## config.mk

```make
export PLATFORM = sky130hd
export DESIGN_NAME = deadlock_safety_check_with_victim
export DESIGN_NICKNAME = d
export VERILOG_FILES = /design/src/hdl/dsc_pkg.sv /design/src/hdl/dsc_datapath.sv /design/src/hdl/dsc_controller.sv /design/src/hdl/deadlock_safety_check_with_victim.sv
export SDC_FILE = /design/constraint.sdc
export NUM_CORES = 1
export LEC_CHECK = 0
export ABC_AREA = 0
export ABC_CLOCK_PERIOD_IN_PS = 7350
export BUFFER_PORTS_ARGS = -buffer_cell sky130_fd_sc_hd__buf_2
export CAP_MARGIN = 20
export CORE_MARGIN = 2
export CORE_UTILIZATION = 50
export CTS_CLUSTER_DIAMETER = 50
export DETAILED_ROUTE_END_ITERATION = 7
export PLACE_DENSITY_LB_ADDON = 0.12
export REMOVE_ABC_BUFFERS = 1
export SYNTH_ARGS = -nofsm -noshare
export SYNTH_HDL_FRONTEND = slang
export SYNTH_HIERARCHICAL = 1
export SYNTH_SLANG_ARGS = --single-unit
```

## constraint.sdc

```tcl
create_clock -name clock -period 7.35 [get_ports clock]
set_clock_uncertainty 0.05 [all_clocks]
set_input_delay 1.1025 -clock clock [delete_from_list [all_inputs] [get_ports clock]]
set_output_delay 1.1025 -clock clock [all_outputs]
set_load 0.005 [all_outputs]
```

## src/hdl/dsc_pkg.sv

```systemverilog
// Shared types, sizes and codes for the deadlock safety check block.
package dsc_pkg;

   localparam int NUM_PROCS   = 5;
   localparam int NUM_RES     = 3;
   localparam int COUNT_WIDTH = 8;
   localparam int WORK_WIDTH  = 16;

   localparam int PROC_W = (NUM_PROCS > 1) ? $clog2(NUM_PROCS) : 1;
   localparam int RES_W  = (NUM_RES > 1) ? $clog2(NUM_RES) : 1;
   localparam int SUM_W  = COUNT_WIDTH + RES_W;

   localparam logic [1:0] MODE_LOAD_PROC  = 2'd0;
   localparam logic [1:0] MODE_LOAD_AVAIL = 2'd1;
   localparam logic [1:0] MODE_START      = 2'd2;

   localparam logic EVENT_DONE   = 1'b0;
   localparam logic EVENT_VICTIM = 1'b1;

   typedef struct packed {
      logic [1:0] mode;
      logic [4:0] proc_index;
      logic [3:0] res_index;
      logic [7:0] alloc_value;
      logic [7:0] max_value;
      logic [7:0] avail_value;
   } req_type;

   typedef struct packed {
      logic [4:0] proc_id;
      logic       event_kind;
      logic       last;
   } rsp_type;

   typedef struct packed {
      logic load_proc;
      logic load_avail;
      logic start;
      logic p_zero;
      logic p_next;
      logic r_clr;
      logic r_inc;
      logic found_clr;
      logic take_p;
      logic use_sel;
      logic release_r;
      logic acc_clr;
      logic acc_add;
      logic have_clr;
      logic victim_upd;
      logic take_victim;
      logic emit;
   } dsc_cmd_type;

   typedef struct packed {
      logic cur_done;
      logic fits_r;
      logic p_last;
      logic r_last;
      logic count_last;
      logic found;
      logic kind_victim;
   } dsc_status_type;

endpackage

```

## src/hdl/dsc_datapath.sv

```systemverilog
// Datapath: tables, work vector, done flags, scan counters and result register.
module dsc_datapath import dsc_pkg::*; (
   input  logic           clock,
   input  logic           reset,
   input  req_type        req_data,
   input  dsc_cmd_type    cmd,
   output dsc_status_type status,
   output rsp_type        rsp_data
);

   logic [COUNT_WIDTH-1:0] alloc_ff [NUM_PROCS][NUM_RES];
   logic [COUNT_WIDTH-1:0] max_ff   [NUM_PROCS][NUM_RES];
   logic [WORK_WIDTH-1:0]  work_ff  [NUM_RES];
   logic [NUM_PROCS-1:0]   done_ff, done_in;

   logic [PROC_W-1:0] p_ff, p_in;
   logic [RES_W-1:0]  r_ff, r_in;
   logic [PROC_W-1:0] count_ff, count_in;
   logic              found_ff, found_in;
   logic [PROC_W-1:0] sel_ff, sel_in;
   logic              kind_ff, kind_in;
   logic [SUM_W-1:0]  acc_ff, acc_in;
   logic [SUM_W-1:0]  best_ff, best_in;
   logic [PROC_W-1:0] victim_ff, victim_in;
   logic              have_ff, have_in;
   rsp_type           rsp_ff, rsp_in;

   logic [PROC_W-1:0]      rd_p;
   logic [COUNT_WIDTH-1:0] alloc_rd, max_rd;
   logic [COUNT_WIDTH-1:0] need;
   logic [WORK_WIDTH:0]    work_sum;
   logic [WORK_WIDTH-1:0]  work_sat;
   logic [SUM_W-1:0]       total;
   logic                   better;
   logic                   proc_ok, res_ok;

   assign rd_p     = cmd.use_sel ? sel_ff : p_ff;
   assign alloc_rd = alloc_ff[rd_p][r_ff];
   assign max_rd   = max_ff[rd_p][r_ff];
   assign need     = (max_rd > alloc_rd) ? (max_rd - alloc_rd) : '0;
   assign work_sum = {1'b0, work_ff[r_ff]} + (WORK_WIDTH+1)'(alloc_rd);
   assign work_sat = work_sum[WORK_WIDTH] ? '1 : work_sum[WORK_WIDTH-1:0];
   assign total    = acc_ff + SUM_W'(alloc_rd);
   assign better   = !have_ff || (total > best_ff);
   assign proc_ok  = 32'(req_data.proc_index) < NUM_PROCS;
   assign res_ok   = 32'(req_data.res_index) < NUM_RES;

   assign status.cur_done    = done_ff[p_ff];
   assign status.fits_r      = WORK_WIDTH'(need) <= work_ff[r_ff];
   assign status.p_last      = p_ff == PROC_W'(NUM_PROCS - 1);
   assign status.r_last      = r_ff == RES_W'(NUM_RES - 1);
   assign status.count_last  = count_ff == PROC_W'(NUM_PROCS - 1);
   assign status.found       = found_ff;
   assign status.kind_victim = kind_ff == EVENT_VICTIM;

   assign rsp_data = rsp_ff;

   always_comb begin
      p_in      = p_ff;
      r_in      = r_ff;
      count_in  = count_ff;
      found_in  = found_ff;
      done_in   = done_ff;
      sel_in    = sel_ff;
      kind_in   = kind_ff;
      acc_in    = acc_ff;
      best_in   = best_ff;
      victim_in = victim_ff;
      have_in   = have_ff;
      rsp_in    = rsp_ff;

      if (cmd.start) begin
         done_in  = '0;
         count_in = '0;
      end
      if (cmd.p_zero) begin
         p_in = '0;
      end else if (cmd.p_next) begin
         p_in = status.p_last ? '0 : p_ff + 1'b1;
      end
      if (cmd.r_clr || cmd.p_next || cmd.p_zero) begin
         r_in = '0;
      end else if (cmd.r_inc) begin
         r_in = r_ff + 1'b1;
      end
      if (cmd.acc_clr) begin
         acc_in = '0;
      end else if (cmd.acc_add) begin
         acc_in = total;
      end
      if (cmd.have_clr) begin
         have_in = 1'b0;
      end else if (cmd.victim_upd && better) begin
         have_in   = 1'b1;
         best_in   = total;
         victim_in = p_ff;
      end
      if (cmd.take_p) begin
         sel_in  = p_ff;
         kind_in = EVENT_DONE;
      end else if (cmd.take_victim) begin
         sel_in  = victim_in;
         kind_in = EVENT_VICTIM;
      end
      if (cmd.emit) begin
         rsp_in.proc_id    = 5'(sel_ff);
         rsp_in.event_kind = kind_ff;
         rsp_in.last       = status.count_last;
         done_in[sel_ff]   = 1'b1;
         count_in          = count_ff + 1'b1;
      end
      // a new pass starts with nothing found yet
      if (cmd.found_clr) begin
         found_in = 1'b0;
      end else if (cmd.emit && kind_ff == EVENT_DONE) begin
         found_in = 1'b1;
      end
   end

   always_ff @(posedge clock) begin
      if (reset) begin
         p_ff     <= '0;
         r_ff     <= '0;
         count_ff <= '0;
         found_ff <= 1'b0;
         done_ff  <= '0;
         have_ff  <= 1'b0;
         kind_ff  <= EVENT_DONE;
      end else begin
         p_ff     <= p_in;
         r_ff     <= r_in;
         count_ff <= count_in;
         found_ff <= found_in;
         done_ff  <= done_in;
         have_ff  <= have_in;
         kind_ff  <= kind_in;
      end
   end

   always_ff @(posedge clock) begin
      sel_ff    <= sel_in;
      acc_ff    <= acc_in;
      best_ff   <= best_in;
      victim_ff <= victim_in;
      rsp_ff    <= rsp_in;
   end

   always_ff @(posedge clock) begin
      if (cmd.load_proc && proc_ok && res_ok) begin
         alloc_ff[req_data.proc_index[PROC_W-1:0]][req_data.res_index[RES_W-1:0]] <=
            COUNT_WIDTH'(req_data.alloc_value);
         max_ff[req_data.proc_index[PROC_W-1:0]][req_data.res_index[RES_W-1:0]] <=
            COUNT_WIDTH'(req_data.max_value);
      end else if (cmd.release_r && kind_ff == EVENT_VICTIM) begin
         // drop the victim's holdings as they go back to work
         alloc_ff[rd_p][r_ff] <= '0;
      end
   end

   always_ff @(posedge clock) begin
      if (cmd.load_avail && res_ok) begin
         work_ff[req_data.res_index[RES_W-1:0]] <= WORK_WIDTH'(req_data.avail_value[
            (COUNT_WIDTH < 8 ? COUNT_WIDTH : 8)-1:0]);
      end else if (cmd.release_r) begin
         work_ff[r_ff] <= work_sat;
      end
   end

endmodule

```

## src/hdl/dsc_controller.sv

```systemverilog
// Controller: sequences loads, safety passes, victim search and result hand-off.
module dsc_controller import dsc_pkg::*; (
   input  logic           clock,
   input  logic           reset,
   input  logic           req_valid,
   output logic           req_stall,
   input  logic [1:0]     req_mode,
   output logic           rsp_valid,
   input  logic           rsp_stall,
   input  dsc_status_type status,
   output dsc_cmd_type    cmd
);

   typedef enum logic [2:0] {
      IDLE,
      SCAN,
      RELEASE,
      EMIT,
      VSEL
   } state_type;

   state_type state_ff, state_in;
   logic      rsp_valid_ff, rsp_valid_in;
   logic      req_accept;
   logic      out_free;

   assign req_stall  = state_ff != IDLE;
   assign req_accept = req_valid && !req_stall;
   assign out_free   = !rsp_valid_ff || !rsp_stall;
   assign rsp_valid  = rsp_valid_ff;

   always_comb begin
      cmd          = '0;
      state_in     = state_ff;
      rsp_valid_in = rsp_valid_ff && rsp_stall;

      unique case (state_ff)
         IDLE: begin
            if (req_accept) begin
               priority if (req_mode == MODE_LOAD_PROC) begin
                  cmd.load_proc = 1'b1;
               end else if (req_mode == MODE_LOAD_AVAIL) begin
                  cmd.load_avail = 1'b1;
               end else if (req_mode == MODE_START) begin
                  cmd.start     = 1'b1;
                  cmd.p_zero    = 1'b1;
                  cmd.found_clr = 1'b1;
                  state_in      = SCAN;
               end else begin
                  cmd.load_proc = 1'b0;
               end
            end
         end

         SCAN: begin
            if (status.cur_done || !status.fits_r) begin
               cmd.p_next = 1'b1;
               if (status.p_last) begin
                  cmd.found_clr = 1'b1;
                  if (!status.found) begin
                     cmd.acc_clr  = 1'b1;
                     cmd.have_clr = 1'b1;
                     state_in     = VSEL;
                  end
               end
            end else if (status.r_last) begin
               cmd.take_p = 1'b1;
               cmd.r_clr  = 1'b1;
               state_in   = RELEASE;
            end else begin
               cmd.r_inc = 1'b1;
            end
         end

         RELEASE: begin
            cmd.use_sel   = 1'b1;
            cmd.release_r = 1'b1;
            if (status.r_last) begin
               cmd.r_clr = 1'b1;
               state_in  = EMIT;
            end else begin
               cmd.r_inc = 1'b1;
            end
         end

         EMIT: begin
            // hold until the result register can take the transaction
            if (out_free) begin
               cmd.emit     = 1'b1;
               rsp_valid_in = 1'b1;
               priority if (status.count_last) begin
                  state_in = IDLE;
               end else if (status.kind_victim) begin
                  cmd.p_zero    = 1'b1;
                  cmd.found_clr = 1'b1;
                  state_in      = SCAN;
               end else begin
                  cmd.p_next    = 1'b1;
                  cmd.found_clr = status.p_last;
                  state_in      = SCAN;
               end
            end
         end

         VSEL: begin
            if (status.cur_done || status.r_last) begin
               cmd.victim_upd = !status.cur_done;
               cmd.acc_clr    = 1'b1;
               cmd.p_next     = 1'b1;
               if (status.p_last) begin
                  cmd.take_victim = 1'b1;
                  state_in        = RELEASE;
               end
            end else begin
               cmd.acc_add = 1'b1;
               cmd.r_inc   = 1'b1;
            end
         end

         default: begin
            state_in = IDLE;
         end
      endcase
   end

   always_ff @(posedge clock) begin
      if (reset) begin
         state_ff     <= IDLE;
         rsp_valid_ff <= 1'b0;
      end else begin
         state_ff     <= state_in;
         rsp_valid_ff <= rsp_valid_in;
      end
   end

endmodule

```

## src/hdl/deadlock_safety_check_with_victim.sv

```systemverilog
// Top level of the deadlock safety check with victim selection.
//
// Input channel (req_valid / req_stall / req_data): mode 0 loads one
// allocation and maximum entry, mode 1 loads one available count, mode 2
// starts a safety check, mode 3 is ignored. A load gives no transaction on the
// result channel. The input is stalled for the whole run of a check and is
// taken again once the last result is in the output register.
// Result channel (rsp_valid / rsp_stall / rsp_data): a check gives exactly
// NUM_PROCS transactions, each a completed process or a chosen victim, with
// last set on the final one. A result waits in the output register while
// rsp_stall is high; the sequencer holds in its emit step meanwhile.
// A check tests each process resource by resource in a pass, searches for a victim
// resource by resource per process, then updates the work vector one resource at a
// time and emits one result; the sequencer walks one resource entry per cycle.
// Reset clears the sequencer, the done flags and the output valid; tables
// and the work vector hold nothing meaningful until loaded.
module deadlock_safety_check_with_victim import dsc_pkg::*; (
   input  logic    clock,
   input  logic    reset,
   input  logic    req_valid,
   output logic    req_stall,
   input  req_type req_data,
   output logic    rsp_valid,
   input  logic    rsp_stall,
   output rsp_type rsp_data
);

   dsc_cmd_type    cmd;
   dsc_status_type status;

   dsc_controller u_controller (
      .clock     (clock),
      .reset     (reset),
      .req_valid (req_valid),
      .req_stall (req_stall),
      .req_mode  (req_data.mode),
      .rsp_valid (rsp_valid),
      .rsp_stall (rsp_stall),
      .status    (status),
      .cmd       (cmd)
   );

   dsc_datapath u_datapath (
      .clock    (clock),
      .reset    (reset),
      .req_data (req_data),
      .cmd      (cmd),
      .status   (status),
      .rsp_data (rsp_data)
   );

endmodule
```

* Yosys cells after proc, flatten, opt, wreduce, memory -nomap -nowiden
Memory sizes are Yosys's and may differ from the RTL's. A register that Yosys moved wholly into a read port is not among the register bits.
Index checks and enable logic that the tools add are counted.
** Storage, ports and cells
- Register bits :: 51
- Memory bits (writable) :: 288
- Output and inout port bits :: 9
- Word-level logic and storage cells :: 203
- Memories :: 3
** Memories
- u_datapath.alloc_ff :: depth 5, bits a word 24, rd ports 1, clocked after memory_dff 0, wr ports 1, RTL line dsc_datapath.sv:11 : logic [COUNT_WIDTH-1:0] alloc_ff [NUM_PROCS][NUM_RES];
- u_datapath.max_ff :: depth 5, bits a word 24, rd ports 1, clocked after memory_dff 0, wr ports 1, RTL line dsc_datapath.sv:12 : logic [COUNT_WIDTH-1:0] max_ff [NUM_PROCS][NUM_RES];
- u_datapath.work_ff :: depth 3, bits a word 16, rd ports 1, clocked after memory_dff 1, wr ports 1, RTL line dsc_datapath.sv:13 : logic [WORK_WIDTH-1:0] work_ff [NUM_RES];
** Operators by class
- Add/subtract/negate cells :: 6
- $lt $le $gt $ge :: 12
- Equal/unequal tests :: 20
- Mux-type cells :: 104
- Bitwise gates (word level) :: 5
- Reduce and logical (&&, ||, !) cells :: 37
** Operator list (number)
- $mux W24 :: 4
- $mux W3 :: 23
- $mux W8 :: 7
- $mux W1 :: 41
- $bmux W8 S2 :: 2
- $demux W8 S2 :: 2
- $mux W16 :: 2
- $reduce_or A24 Y1 :: 1
- $mux W2 :: 11
- $add A16 B8 Y17 :: 1
- $le A8 B16 Y1 :: 1
- $reduce_or A16 Y1 :: 1
- $pmux W3 S5 :: 1
- $ne A2 B1 Y1 const B :: 6
- $logic_and A1 B1 Y1 :: 11
- $reduce_and A11 Y1 :: 1
- $add A10 B8 Y10 :: 1
- $gt A10 B10 Y1 :: 1
- $mux W5 :: 2
- $reduce_or A2 Y1 :: 5
- $eq A3 B3 Y1 const B :: 3
- $pmux W1 S3 :: 3
- $gt A8 B8 Y1 :: 1
- $lt A3 B4 Y1 const B :: 2
- 30 further kinds :: 51

* Longest topological paths before layout
An unclocked memory read counts as a cell.
- Depth in word-level cells :: 18
- Gate-level depth with buffers :: 36
- Mapped depth without buffers :: 31

* Modules after synthesis
The synthesis kept the hierarchy.
** Modules (own cells, without submodules)
- dsc_datapath :: instances 1, cells each 1055, area each 15259.6 um^2, sequential area each 9809.4 um^2
- dsc_controller :: instances 1, cells each 66, area each 457.9 um^2, sequential area each 80.1 um^2

* Worst setup path before layout
Ideal clock, no wire load.
- Kind :: register -> register
- From :: reg u_controller.state_ff[0]
- To :: reg u_datapath.victim_ff[0]
- Setup time :: 0.121 ns
- Arrival time :: 7.087 ns
- Data required time :: 7.179 ns
- Slack :: 0.092 ns
- Stages on the path, launching flop included :: 32
- Buffers on the path :: 5
- Cells stage by stage :: dfxtp_1 > buf_2 > nor3b_1 > buf_4 > buf_6 > mux2i_2 > buf_2 > buf_2 > mux4_2 > a221oi_1 > ha_1 > inv_1 > fa_1 > a21o_1 > a21oi_1 > nor2_1 > o31a_1 > o31ai_1 > nor2_1 > ha_1 > a21o_1 > a21o_1 > a21oi_1 > o21ai_0 > nand3_1 > nand2b_1 > and3_1 > nand3b_1 > inv_1 > nand2b_1 > a21oi_2 > mux2_2
** RTL lines
- start, declared :: RTL line dsc_controller.sv:22 : state_type state_ff, state_in;
- start signal, assigned :: RTL line dsc_controller.sv:131 : state_ff <= state_in;
- end signal, assigned :: RTL line dsc_datapath.sv:144 : victim_ff <= victim_in;
- end, declared :: RTL line dsc_datapath.sv:24 : logic [PROC_W-1:0] victim_ff, victim_in;

==> results_tabular.tex <==
\begin{tabular}{lr}
\hline
Metric & Value \\
\hline
\multicolumn{2}{l}{\textbf{Setup path}} \\
CP Data Required Time & $\sim$7600 ps \\
Largest fanout on the critical path & 13 \\
Critical Path End Type & flip-flop \\
CP peak stage delay & just over 500 ps \\
Reg-to-Reg Start & u\_controller/state\_ff[1] \\
Worst setup SP type & flip-flop \\
Timing startpoint of the critical path & u\_controller/state\_ff[1] \\
Arrival time at the worst endpoint & approximately 7000 ps \\
Cell type with the highest occurrence count on the critical path & sky130\_fd\_sc\_hd\_\_buf\_4 \\
CP max-delay cell & sky130\_fd\_sc\_hd\_\_a2111oi\_1 \\
Critical path class & reg2reg \\
\multicolumn{2}{l}{\textbf{Global routing}} \\
Maximum number of pins on one net before global-route repair & 34 \\
GRT Residual Overflow & 0 \\
Antenna violations before repair & 0 \\
Vias in the first global route & 9231 \\
Wire length of the first global-routing pass & 52900 microns \\
Overall global routing resource usage & 0.210 \\
\multicolumn{2}{l}{\textbf{Layout}} \\
Proportion of layout cells with a drive suffix above 1 & 0.162 \\
Nets & between 1000 and 1500 \\
Filler Cell Count & 2464 \\
Share of the core filled with cells in the final layout & 0.575 \\
Fin area & 17700 sq um \\
Growth of design area from synthesis to finish & 12.4\% \\
Non-filler instance count after layout & 1623 \\
Antenna diode instance count & 0 \\
\multicolumn{2}{l}{\textbf{Power and ir drop}} \\
Internal power & 3770 uW \\
Portion of total power attributed to combinational logic & 0.269 \\
Switching pwr & 1620 uW \\
Clock group share of total power & 0.332 \\
Leakage power & 0.00631 uW \\
Switching share of power & 0.301 \\
IR drop worst, VDD & 0.000138 V \\
Ratio of total power to cell area & just over 300 nW/um\^{}2 \\
Sequential power share & 0.399 \\
\multicolumn{2}{l}{\textbf{Yosys}} \\
Portion of netlist area occupied by mux cells & 0.110 \\
Adder-Cell Fraction of Synth Area & 0.0428 \\
Dominant register cell in the synthesized netlist & sky130\_fd\_sc\_hd\_\_edfxtp\_1 \\
Ys async rst share & 0 \\
Area share of xor/xnor cells in the synthesized design & 0.0134 \\
Gate count after technology mapping & 1121 \\
Number of flip-flops and latches in the synthesized netlist & 341 \\
Mean post-synth cell area & around 14 sq um \\
Number of different library cells in the post-synthesis netlist & a little under 80 \\
Synth area leaders & sky130\_fd\_sc\_hd\_\_edfxtp\_1 (58\%), sky130\_fd\_sc\_hd\_\_mux4\_2 (4.9\%), sky130\_fd\_sc\_hd\_\_dfxtp\_1 (4.5\%), sky130\_fd\_sc\_hd\_\_ha\_1 (3.9\%), sky130\_fd\_sc\_hd\_\_mux2i\_1 (3.3\%) \\
Portion of the post-synthesis area used by sequential elements & 0.629 \\
Post-synthesis simple-gate area fraction & 0.0904 \\
Compound-gate portion of the synthesized area & 0.0828 \\
Largest area contributor in the netlist & sky130\_fd\_sc\_hd\_\_edfxtp\_1 \\
Post-synthesis instance area & about 16000 sq um \\
Number of enable flip-flop cells after synthesis & a little over 300 \\
Yosys warns & 6 \\
Largest family of logic cells by synthesized area & multiplexers \\
Post-synth top area share & 0.585 \\
\multicolumn{2}{l}{\textbf{Floorplan}} \\
Core Area & a little over 30000 sq um \\
Chip Width & $\sim$180 microns \\
Die outline height & roughly 180 microns \\
Number of placement rows & 64 \\
Initial core utilization & 0.511 \\
Die Area & 32900 sq um \\
Number of primary I/O pins & 48 \\
\multicolumn{2}{l}{\textbf{Route}} \\
Total Routed Length & 34600 microns \\
DR vias/cell & a little under 6 \\
First-pass DRT Iterations & 5 \\
Count of routing violations after the opening detailed-route iteration & 788 \\
Via count of the routed design & approximately 9400 \\
Average routed wire per standard cell & 21.3 microns \\
Count of unresolved DRC violations after routing & 0 \\
Routed Antenna Nets & 0 \\
\multicolumn{2}{l}{\textbf{Timing}} \\
Slew Viols, Final & 0 \\
Rel. slew slack & 0.292 \\
Peak Freq & $\sim$150 MHz \\
Hold violation count in the final report & 0 \\
Final clock period utilization by the worst path & 0.917 \\
Final critical-path setup slack & between 600 and 700 ps \\
Final-report setup violation count & 0 \\
Min cycle time layout & approximately 6700 ps \\
Slew at the pin closest to its max-slew limit & approximately 1100 ps \\
Final Hold Slack & just over 400 ps \\
RSZ-0062 raised after global routing & false \\
\multicolumn{2}{l}{\textbf{Clock tree}} \\
Hold buffer count at CTS & 0 \\
TritonCTS clock tree & built \\
Clk buf depth & 3 \\
Clock insertion delay at the later pin of the skew report & 530 ps \\
Max H-tree Level & 2 \\
Clock root buffer master & sky130\_fd\_sc\_hd\_\_clkbuf\_16 \\
Clock tree sinks & 341 \\
TritonCTS buffer count & 39 \\
CTS clock-pin slew for the worst setup and hold paths & about 60 ps \\
\multicolumn{2}{l}{\textbf{Place}} \\
Cell Area, Placed & roughly 16000 sq um \\
Post-Place Worst Slack & around 350 ps \\
Cell count after placement & 1545 \\
Number of I/O port buffers & 45 \\
Half-perimeter wire length after placement & around 23000 microns \\
GPL Wtd Cong & 0.843 \\
\multicolumn{2}{l}{\textbf{Min path}} \\
Class of the tightest hold or removal check & reg2reg \\
Hold Startpoint & u\_datapath/done\_ff[0] \\
\multicolumn{2}{l}{\textbf{Run status}} \\
Outcome & finished, final reports clean \\
\multicolumn{2}{l}{\textbf{Run}} \\
Max Cap Violations & 0 \\
\hline
\end{tabular}
-- Yosys cell counts (all sizes together) (11+ instances only) --
cell type    n
mux4        46
o21ai       46
buf         32
a21oi       61
nand2       92
ha          49
nor2b       21
dfxtp       35
xnor2       13
clkbuf      16
nor3        22
edfxtp     306
xor2        11
inv         44
mux2i       53
nor2       108
-- worst max-delay path, delay by kind of cell, from the launching register on --
kind                     cells  cell delay [ps]
adder cells (fa/ha/maj)      2              770
multiplexers                 1              220
buffers and inverters        4              770
flip-flops                   1              310
AO/OA/AOI/OAI               10             2500
AND/OR/NAND/NOR             12             1840
-- registers in the layout (all words and copies together) (netlist names), 5 cells and up, named ones only --
name,count
u_datapath/rsp_data,5
u_datapath/work_ff,48
u_datapath/max_ff,120
u_datapath/best_ff,10
u_datapath/done_ff,5
u_datapath/alloc_ff,120
u_datapath/acc_ff,10
-- metal layers --
layer / wire (microns) / vias to the layer above / GRT usage
met1: 15500 / 4648 / 0.294
li1: - / 4441 / -
met3: 1980 / 54 / 0.0323
met5: 0 / - / 0
met2: 16300 / 258 / 0.342
met4: 847 / 0 / 0.0624
-- final cells by class --
cell class | instances | area, sq um | area share
tap | 396 | 495 | 0.0280
multi-input combinational | 691 | 5410 | 0.306
timing repair buffer | 81 | 508 | 0.0288
inverter | 44 | 165 | 0.00935
clock inverter | 21 | 163 | 0.00921
sequential | 341 | 9890 | 0.560
clock buffer | 49 | 1030 | 0.0586
-- cells by family after synthesis --
kind of cell / Yosys count
AO/OA/AOI/OAI: 198
XOR/XNOR: 24
other: 1
AND/OR/NAND/NOR: 304
multiplexers: 109
flip-flops: 341
adder cells (fa/ha/maj): 52
buffers and inverters: 92
-- timing repair --
action	CTS	global route
endpoints found under the setup margin	0	15
setup buffers	0	1
resized for setup	0	4
-- power groups by stage --
stage          sequential [uW]  combinational, uW  clock (uW)
2_1_floorplan             2230                987           0
3_3_place_gp              2190               1410           0
3_5_place_dp              2190               1430           0
4_1_cts                   2150               1440        1830
5_1_grt                   2150               1610        1920
6_report                  2150               1450        1790
-- cell usage in the layout (no fill, tap or decap), drive strengths merged, types with 7 or more instances in the layout --
cell	instances
clkinv	14
clkbuf	49
inv	48
o21a	11
buf	81
a21oi	61
a31oi	9
o21ai	46
nor3	22
ha	49
o211ai	7
nand3b	7
a21o	8
xor2	11
mux2	10
nand2	92
dfxtp	35
nand4	8
xnor2	13
or3	7
mux4	46
mux2i	54
nand2b	10
edfxtp	306
nor2	108
nor2b	21
-- path summary, 6_finish.rpt --
| check | cells after the start | endpoint | slack [ps] |
|---|---|---|---|
| max | 29 | u_datapath/sel_ff[0] | 610 |
| min reg2reg | 2 | u_datapath/done_ff[0] | 410 |
| max reg2reg | 29 | u_datapath/sel_ff[0] | 610 |
| min | 2 | u_datapath/done_ff[0] | 410 |
-- stage by stage --
stage | power, uW | setup TNS (ps)
2_1_floorplan | 3220 | -41060
3_3_place_gp | 3600 | 0
3_5_place_dp | 3620 | 0
4_1_cts | 5420 | 0
5_1_grt | 5680 | 0
6_report | 5390 | 0
No activity file was read; power rests on OpenSTA's default activity.
